File: src/hw/rtl/qptrk_pkg.sv
package qptrk_pkg;

  localparam int CountW  = 16;
  localparam int TimeW   = 32;
  localparam int TotalW  = 32;
  localparam int DivW    = 9;
  localparam int DbW     = 10;
  localparam int CfgIdxW = 3;
  localparam int CfgDataW = 10;
  localparam int DirW    = 2;
  localparam int BtnW    = 2;
  localparam int StepCntW = $clog2(TotalW);

  localparam logic [CfgIdxW-1:0] CFG_STEP_DIVISOR  = 3'd0;
  localparam logic [CfgIdxW-1:0] CFG_INVERT_DIR    = 3'd1;
  localparam logic [CfgIdxW-1:0] CFG_BUTTON_EN     = 3'd2;
  localparam logic [CfgIdxW-1:0] CFG_BUTTON_HIGH   = 3'd3;
  localparam logic [CfgIdxW-1:0] CFG_DEBOUNCE_MS   = 3'd4;

  localparam logic [DivW-1:0] STEP_DIV_RESET = 9'd2;
  localparam logic [DbW-1:0]  DEBOUNCE_RESET = 10'd20;

  localparam logic REQ_POLL = 1'b0;
  localparam logic REQ_EDGE = 1'b1;

  localparam logic [DirW-1:0] DIR_NONE = 2'd0;
  localparam logic [DirW-1:0] DIR_CW   = 2'd1;
  localparam logic [DirW-1:0] DIR_CCW  = 2'd2;

  localparam logic [BtnW-1:0] BSTATE_UP    = 2'd0;
  localparam logic [BtnW-1:0] BSTATE_DOWN  = 2'd1;
  localparam logic [BtnW-1:0] BSTATE_CLICK = 2'd2;

  typedef enum logic [2:0] {
    ST_IDLE,
    ST_UPD,
    ST_SETUP,
    ST_DIV,
    ST_FIN
  } state_t;

  typedef struct packed {
    logic latch_in;
    logic update;
    logic setup;
    logic div_step;
    logic load_out;
  } dp_cmd_t;

  typedef struct packed {
    logic is_edge;
    logic bypass;
    logic div_last;
  } dp_status_t;

endpackage

File: src/hw/rtl/qptrk_ctrl.sv
module qptrk_ctrl
  import qptrk_pkg::*;
(
  input  logic       clk,
  input  logic       rst_n,
  input  logic       in_valid,
  output logic       in_stall,
  output logic       out_valid,
  input  logic       out_stall,
  input  dp_status_t status,
  output dp_cmd_t    cmd
);

  state_t state_r, state_nxt;
  logic   out_valid_r, out_valid_nxt;
  logic   out_free;

  assign out_free = !out_valid_r || !out_stall;

  always_comb begin
    state_nxt = state_r;
    unique case (state_r)
      ST_IDLE:  if (in_valid) state_nxt = ST_UPD;
      ST_UPD:   state_nxt = status.is_edge ? ST_IDLE : ST_SETUP;
      ST_SETUP: state_nxt = status.bypass ? ST_FIN : ST_DIV;
      ST_DIV:   if (status.div_last) state_nxt = ST_FIN;
      ST_FIN:   if (out_free) state_nxt = ST_IDLE;
      default:  state_nxt = ST_IDLE;
    endcase
  end

  always_comb begin
    cmd = '0;
    in_stall = 1'b1;
    unique case (state_r)
      ST_IDLE: begin
        in_stall = 1'b0;
        cmd.latch_in = in_valid;
      end
      ST_UPD:   cmd.update = 1'b1;
      ST_SETUP: cmd.setup = 1'b1;
      ST_DIV:   cmd.div_step = 1'b1;
      ST_FIN:   cmd.load_out = out_free;
      default:  in_stall = 1'b1;
    endcase
  end

  always_comb begin
    out_valid_nxt = out_valid_r;
    if (cmd.load_out) begin
      out_valid_nxt = 1'b1;
    end else if (out_valid_r && !out_stall) begin
      out_valid_nxt = 1'b0;
    end
  end

  always_ff @(posedge clk) begin
    if (!rst_n) begin
      state_r     <= ST_IDLE;
      out_valid_r <= 1'b0;
    end else begin
      state_r     <= state_nxt;
      out_valid_r <= out_valid_nxt;
    end
  end

  assign out_valid = out_valid_r;

endmodule

File: src/hw/rtl/qptrk_dp.sv
module qptrk_dp
  import qptrk_pkg::*;
(
  input  logic                clk,
  input  logic                rst_n,
  input  logic                cfg_we,
  input  logic [CfgIdxW-1:0]  cfg_index,
  input  logic [CfgDataW-1:0] cfg_data,
  input  logic                in_req_type,
  input  logic [CountW-1:0]   in_counter_now,
  input  logic [TimeW-1:0]    in_time_ms,
  input  logic                in_button_level,
  output logic [TotalW-1:0]   out_position,
  output logic [DirW-1:0]     out_direction,
  output logic [BtnW-1:0]     out_button_state,
  input  dp_cmd_t             cmd,
  output dp_status_t          status
);

  logic [DivW-1:0] step_div_r;
  logic            invert_r;
  logic            btn_en_r;
  logic            btn_high_r;
  logic [DbW-1:0]  debounce_r;

  logic              req_r;
  logic [CountW-1:0] counter_r;
  logic [TimeW-1:0]  time_r;
  logic              level_r;

  logic [CountW-1:0] last_counter_r, last_counter_nxt;
  logic [TotalW-1:0] total_r, total_nxt;
  logic              win_open_r, win_open_nxt;
  logic [TimeW-1:0]  win_end_r, win_end_nxt;
  logic              stable_r, stable_nxt;
  logic [DirW-1:0]   dir_r, dir_nxt;
  logic [BtnW-1:0]   btn_r, btn_nxt;

  logic                neg_r;
  logic [TotalW-1:0]   quo_r, quo_nxt;
  logic [DivW-1:0]     rem_r, rem_nxt;
  logic [StepCntW-1:0] step_r;

  logic [TotalW-1:0] pos_r;
  logic [DirW-1:0]   odir_r;
  logic [BtnW-1:0]   obtn_r;

  logic [CountW-1:0] delta_raw, delta_adj;
  logic [DirW-1:0]   dir_raw;
  logic [TimeW-1:0]  since_end;
  logic              expired, pressed;
  logic [DivW:0]     shifted, diff;
  logic              ge;
  logic [TotalW-1:0] result;

  always_ff @(posedge clk) begin
    if (!rst_n) begin
      step_div_r <= STEP_DIV_RESET;
      invert_r   <= 1'b0;
      btn_en_r   <= 1'b1;
      btn_high_r <= 1'b0;
      debounce_r <= DEBOUNCE_RESET;
    end else if (cfg_we) begin
      unique case (cfg_index)
        CFG_STEP_DIVISOR: step_div_r <= cfg_data[DivW-1:0];
        CFG_INVERT_DIR:   invert_r   <= cfg_data[0];
        CFG_BUTTON_EN:    btn_en_r   <= cfg_data[0];
        CFG_BUTTON_HIGH:  btn_high_r <= cfg_data[0];
        CFG_DEBOUNCE_MS:  debounce_r <= cfg_data[DbW-1:0];
        default: ;
      endcase
    end
  end

  always_ff @(posedge clk) begin
    if (cmd.latch_in) begin
      req_r     <= in_req_type;
      counter_r <= in_counter_now;
      time_r    <= in_time_ms;
      level_r   <= in_button_level;
    end
  end

  always_comb begin
    delta_raw = counter_r - last_counter_r;
    priority if (delta_raw == '0) begin
      dir_raw = DIR_NONE;
    end else if (delta_raw[CountW-1]) begin
      dir_raw = DIR_CCW;
    end else begin
      dir_raw = DIR_CW;
    end
    delta_adj = invert_r ? (CountW'(0) - delta_raw) : delta_raw;
    since_end = time_r - win_end_r;
    expired   = win_open_r && !since_end[TimeW-1];
    pressed   = btn_high_r ? level_r : !level_r;
  end

  always_comb begin
    last_counter_nxt = last_counter_r;
    total_nxt        = total_r;
    win_open_nxt     = win_open_r;
    win_end_nxt      = win_end_r;
    stable_nxt       = stable_r;
    dir_nxt          = dir_r;
    btn_nxt          = btn_r;
    if (cmd.update) begin
      if (req_r == REQ_EDGE) begin
        if (btn_en_r) begin
          win_open_nxt = 1'b1;
          win_end_nxt  = time_r + {{(TimeW-DbW){1'b0}}, debounce_r};
        end
      end else begin
        last_counter_nxt = counter_r;
        total_nxt = total_r + {{(TotalW-CountW){delta_adj[CountW-1]}}, delta_adj};
        if (invert_r && dir_raw == DIR_CW) begin
          dir_nxt = DIR_CCW;
        end else if (invert_r && dir_raw == DIR_CCW) begin
          dir_nxt = DIR_CW;
        end else begin
          dir_nxt = dir_raw;
        end
        btn_nxt = BSTATE_UP;
        if (btn_en_r) begin
          if (expired) begin
            win_open_nxt = 1'b0;
            stable_nxt   = pressed;
          end
          if (expired && stable_r && !pressed) begin
            btn_nxt = BSTATE_CLICK;
          end else if (expired ? pressed : stable_r) begin
            btn_nxt = BSTATE_DOWN;
          end
        end
      end
    end
  end

  always_ff @(posedge clk) begin
    if (!rst_n) begin
      last_counter_r <= '0;
      total_r        <= '0;
      win_open_r     <= 1'b0;
      win_end_r      <= '0;
      stable_r       <= 1'b0;
    end else begin
      last_counter_r <= last_counter_nxt;
      total_r        <= total_nxt;
      win_open_r     <= win_open_nxt;
      win_end_r      <= win_end_nxt;
      stable_r       <= stable_nxt;
    end
  end

  always_ff @(posedge clk) begin
    dir_r <= dir_nxt;
    btn_r <= btn_nxt;
  end

  always_comb begin
    shifted = {rem_r, quo_r[TotalW-1]};
    ge      = shifted >= {1'b0, step_div_r};
    diff    = shifted - {1'b0, step_div_r};
    rem_nxt = ge ? diff[DivW-1:0] : shifted[DivW-1:0];
    quo_nxt = {quo_r[TotalW-2:0], ge};
  end

  always_ff @(posedge clk) begin
    if (cmd.setup) begin
      neg_r  <= total_r[TotalW-1];
      quo_r  <= total_r[TotalW-1] ? (TotalW'(0) - total_r) : total_r;
      rem_r  <= '0;
      step_r <= '0;
    end else if (cmd.div_step) begin
      quo_r  <= quo_nxt;
      rem_r  <= rem_nxt;
      step_r <= step_r + StepCntW'(1);
    end
  end

  assign result = status.bypass ? total_r
                : (neg_r ? (TotalW'(0) - quo_r) : quo_r);

  always_ff @(posedge clk) begin
    if (cmd.load_out) begin
      pos_r  <= result;
      odir_r <= dir_r;
      obtn_r <= btn_r;
    end
  end

  assign status.is_edge  = (req_r == REQ_EDGE);
  assign status.bypass   = (step_div_r[DivW-1:1] == '0);
  assign status.div_last = (step_r == StepCntW'(TotalW - 1));

  assign out_position     = pos_r;
  assign out_direction    = odir_r;
  assign out_button_state = obtn_r;

endmodule

File: src/hw/rtl/quadrature_position_and_button_tracker.sv
// Channel  | Handshake          | Beat
// ---------+--------------------+-------------------------------------------------
// in_      | in_valid/in_stall  | req_type, counter_now, time_ms, button_level
// out_     | out_valid/out_stall| position, direction, button_state
// cfg_     | cfg_valid/cfg_ready| cfg_index, cfg_data (cfg_ready is always high)
//
// A poll runs update, setup, 32 steps of the bit-serial restoring divider, then the
// output load. A divisor of 0 or 1 skips the divider. An edge beat gives no result.
// rst_n is synchronous; it restores the register defaults and clears the state.
// A new beat is taken while a result waits; a held out_stall holds the output
// register and stalls the load of the next poll's result.
module quadrature_position_and_button_tracker
  import qptrk_pkg::*;
(
  input  logic                clk,
  input  logic                rst_n,
  input  logic                cfg_valid,
  output logic                cfg_ready,
  input  logic [CfgIdxW-1:0]  cfg_index,
  input  logic [CfgDataW-1:0] cfg_data,
  input  logic                in_valid,
  output logic                in_stall,
  input  logic                in_req_type,
  input  logic [CountW-1:0]   in_counter_now,
  input  logic [TimeW-1:0]    in_time_ms,
  input  logic                in_button_level,
  output logic                out_valid,
  input  logic                out_stall,
  output logic [TotalW-1:0]   out_position,
  output logic [DirW-1:0]     out_direction,
  output logic [BtnW-1:0]     out_button_state
);

  dp_cmd_t    cmd;
  dp_status_t status;

  assign cfg_ready = 1'b1;

  qptrk_ctrl u_ctrl (
    .clk       (clk),
    .rst_n     (rst_n),
    .in_valid  (in_valid),
    .in_stall  (in_stall),
    .out_valid (out_valid),
    .out_stall (out_stall),
    .status    (status),
    .cmd       (cmd)
  );

  qptrk_dp u_dp (
    .clk              (clk),
    .rst_n            (rst_n),
    .cfg_we           (cfg_valid && cfg_ready),
    .cfg_index        (cfg_index),
    .cfg_data         (cfg_data),
    .in_req_type      (in_req_type),
    .in_counter_now   (in_counter_now),
    .in_time_ms       (in_time_ms),
    .in_button_level  (in_button_level),
    .out_position     (out_position),
    .out_direction    (out_direction),
    .out_button_state (out_button_state),
    .cmd              (cmd),
    .status           (status)
  );

endmodule

File: config.mk
export PLATFORM = sky130hd
export DESIGN_NAME = quadrature_position_and_button_tracker
export DESIGN_NICKNAME = d
export VERILOG_FILES = /design/src/hw/rtl/qptrk_pkg.sv /design/src/hw/rtl/qptrk_ctrl.sv /design/src/hw/rtl/qptrk_dp.sv /design/src/hw/rtl/quadrature_position_and_button_tracker.sv
export SDC_FILE = /design/constraint.sdc
export NUM_CORES = 1
export LEC_CHECK = 0
export BUFFER_PORTS_ARGS = -buffer_cell sky130_fd_sc_hd__buf_4
export CAP_MARGIN = 10
export CORE_ASPECT_RATIO = 1.4
export CORE_MARGIN = 1
export CORE_UTILIZATION = 30
export CTS_CLUSTER_DIAMETER = 60
export DETAILED_ROUTE_END_ITERATION = 7
export MAX_ROUTING_LAYER = met4
export SLEW_MARGIN = 40
export SYNTH_ARGS = -nofsm -noshare
export SYNTH_HDL_FRONTEND = slang
export SYNTH_HIERARCHICAL = 1
export SYNTH_SLANG_ARGS = --single-unit
File: constraint.sdc
create_clock -name clk -period 18.9 [get_ports clk]
set_input_delay 0 -clock clk [delete_from_list [all_inputs] [get_ports clk]]
set_output_delay 0 -clock clk [all_outputs]
set_load 0.01 [all_outputs]
==> results.json <==
{
  "drc": 0,
  "synth_cells": 1639,
  "skew_ns": 0.0149,
  "path_cells": "inv_1 > ha_1 > inv_1 > fa_1 > a21o_1 > a221oi_2 > xnor2_1 > or2_1 > nor4_2 > nand3b_1 > o31ai_1 > xor2_1 > buf_4 > ha_1 > a21o_1 > a21o_1 > a21o_1 > a21o_1 > a311o_1 > a21oi_1 > o21ai_0 > a221oi_1 > mux2i_1 > a31o_2",
  "worst-slew-pin-transition_ns": 0.799,
  "rsz0062_at_grt": "false",
  "cts-buffers-inserted": 28,
  "dr_total_vias": 12200,
  "synth_area_leaders": "edfxtp_1 25%, dfxtp_1 17%, ha_1 8.7%, a21oi_1 5.9%, nand2_1 5.5%",
  "vdd_ir_drop_max_mv": 0.0684,
  "place_area_um2": 16200,
  "grt_pass1_vias": 12100,
  "grt.total_usage_pct": 14.6,
  "r2r_end": "u_dp/total_r[30]",
  "critical_path_class": "reg -> reg",
  "drive_gt1_share_pct": 11.0,
  "final.setup.tns_ns": 0,
  "cpPeakStageDelay_ns": 0.40,
  "ioPinCount": 107,
  "multi_input_area_um2": 8020,
  "worst_setup_path_end_kind": "flop",
  "p_leak_nw": 6.84,
  "syn-cell-area_um2": 14700,
  "hold_path_end": "u_dp/counter_r[7]",
  "areaGrowthSynthToFinish_pct": 21.2,
  "fin_crit_sh_pct": 32.0,
  "final_nets": 1962,
  "synth-seq-cells": 245,
  "path_clk_slew_ns": 0.06,
  "ant_nets": 0,
  "hold_path_class": "in -> reg",
  "yosysTopAreaCell": "edfxtp_1",
  "reg2regPathDepth": 24,
  "drt_iter0_markers": 529,
  "fin_crit_ns": 6.05,
  "grt_overflow": 0,
  "fp.dieArea_um2": 50100,
  "ys_warn_count": 6,
  "wl_per_cell_um": 14.6,
  "worstSetupStartpointType": "flop",
  "fin_util_pct": 37.0,
  "avgSynthCellArea_um2": 9.00,
  "min-delay-start": "in_counter_now[7]",
  "synth_enable_flop_cells": 123,
  "grt_pass1_wl_um": 59000,
  "numPortBuffers": 105,
  "synth_cell_types": 77,
  "synth_async_sr_flop_share_pct": 0,
  "cts_max_level": 1,
  "p_per_area_nw_per_um2": 94.2,
  "hold_viol": 0,
  "antenna_found_initial": 0,
  "path_max_fanout": 18,
  "yosysSeqAreaShare_pct": 41.6,
  "design_area_um2": 17900,
  "setup_viol": 0,
  "cp_slowest_cell": "fa_1",
  "cp.arrival_ns": 6.50,
  "dpl.hpwl_um": 25400,
  "finalMaxSlewViolations": 0,
  "crit-reg2reg-launch": "u_dp/counter_r[0]",
  "insertion_delay_ns": 0.56,
  "core_um2": 48300,
  "path_buf_inv": 3,
  "routed_wl_um": 35700,
  "vias_per_cell": 4.99,
  "die_w_um": 189,
  "critical_path.top_delay_family": "compound AO/OA/AOI/OAI gates",
  "cts-root-buf": "clkbuf_16",
  "clock-sinks": 245,
  "gp_congestion": 0.861,
  "diodes": 0,
  "cts.path.max_buffers": 3,
  "required_ns": 19.35,
  "dr.pass1.iters": 5,
  "fillers": 4867,
  "die_h_um": 264,
  "cts_setup_buffers": 0,
  "status": "completed",
  "cpMostUsedCell": "a21o_1",
  "whs_path_depth": 2,
  "synth_top_cell_area_share_pct": 25.0,
  "synth_nets": 1814,
  "seq_area_um2": 6140,
  "initial_core_util_pct": 30.6,
  "ys.flop_type": "edfxtp_1",
  "rows": 95,
  "grt_start_max_net_pins": 81,
  "relSlewSlack_pct": 46.7,
  "max_freq_ghz": 0.165,
  "cts_tree": "done",
  "r2r_slack_ns": 12.85,
  "cap_violations": 0
}
## synthesized netlist by cell type (all sizes together) (4+ instances only)
cell       n
nor4      13
and2       4
clkbuf    57
xor2      81
edfxtp   123
mux2i     19
o21a       7
ha       103
or2        8
nand4     13
fa         4
nand3b     8
nor2     113
a21oi    174
or4       16
o41ai      9
nor2b     14
and4       5
inv       93
o21ai    103
a21o      38
a2111oi    5
dfxtp    122
a21boi     6
nand2b    22
xnor2     62
o31ai     28
a211oi    24
nor3b      6
o211ai     6
a221oi     4
nand2    216
nor3      17
a31oi      6
and3      11
nand3     34
or3       11
buf       14
a31o       4
## cell usage in the layout, fill, tap and decap left out, drive strengths merged, types with 38 or more instances in the layout
cell         count
clkbuf          39
inv             96
buf            118
ha             103
xnor2           62
a21o            38
nor2           113
a21oi          174
dlygate4sd3     71
nand2          216
o21ai          103
dfxtp          122
edfxtp         123
xor2            81
## worst max-delay path by stage
stage                       from               end  slack (ns)  cells after the start
6_report       u_dp/counter_r[0]  u_dp/total_r[30]       12.85                     24
5_1_grt        u_dp/counter_r[0]  u_dp/total_r[30]       12.40                     24
4_1_cts        u_dp/counter_r[0]  u_dp/total_r[30]       12.86                     24
3_5_place_dp   u_dp/counter_r[0]  u_dp/total_r[30]       12.88                     24
3_3_place_gp   u_dp/counter_r[0]  u_dp/total_r[30]       12.97                     24
2_1_floorplan  u_dp/counter_r[0]  u_dp/total_r[30]       12.86                     24
## through the flow
step	cells	hold WS (ns)	worst slack (ns)	power, mW
floorplan	1639	0.0989	12.86	1.01
global placement	2313	0.179	12.97	1.11
detailed placement	2316	0.179	12.88	1.12
CTS	2439	0.119	12.86	1.71
global route	2439	0.138	12.40	1.79
finish	2439	0.152	12.85	1.68
## report_power, final
group / total, mW / internal [mW] / switching (mW)
Combinational: 0.471 / 0.204 / 0.267
Clock: 0.559 / 0.330 / 0.229
Sequential: 0.653 / 0.608 / 0.0453
Total: 1.68 / 1.14 / 0.541
## flip-flops by register name (all words and copies together) (netlist names), 2 cells and up
name / cells
u_dp/step_r: 5
u_dp/counter_r: 16
u_dp/last_counter_r: 16
u_ctrl/state_r: 3
u_dp/out_direction: 2
u_dp/win_end_r: 32
u_dp/debounce_r: 10
u_dp/btn_r: 2
u_dp/rem_r: 9
u_dp/dir_r: 2
u_dp/out_button_state: 2
u_dp/total_r: 32
u_dp/out_position: 32
u_dp/time_r: 32
u_dp/quo_r: 32
u_dp/step_div_r: 9
## logic make-up after synthesis
logic type / count (synthesis) / share of synthesized area [%]
buffers and inverters: 164 / 4.26
AND/OR/NAND/NOR: 519 / 16.7
flip-flops: 245 / 41.6
multiplexers: 21 / 1.44
other: 1 / 0.0254
AO/OA/AOI/OAI: 439 / 18.2
XOR/XNOR: 143 / 8.49
adder cells (fa/ha/maj): 107 / 9.28
## cell type report
type,instances,area share (%)
flip-flops and latches,245,34.3
well taps,630,4.41
clock buffers,39,4.55
multi-input cells,1230,44.9
repair buffers,189,9.04
inverters,93,1.95
clock inverters,13,0.791
## routing by layer
metal | up-vias | GRT usage, % | part of all wire [%]
li1 | 6149 | - | -
met4 | 0 | 5.78 | 3.3
met3 | 77 | 1.51 | 3.0
met1 | 5742 | 16.6 | 43
met2 | 209 | 25.8 | 51
met5 | - | - | 0
## repair_timing
action / CTS / global route
endpoints found under the hold margin: 118 / 0
resized for setup: 0 / 0
hold buffers: 71 / 0
Power figures use the tool's default switching activity.
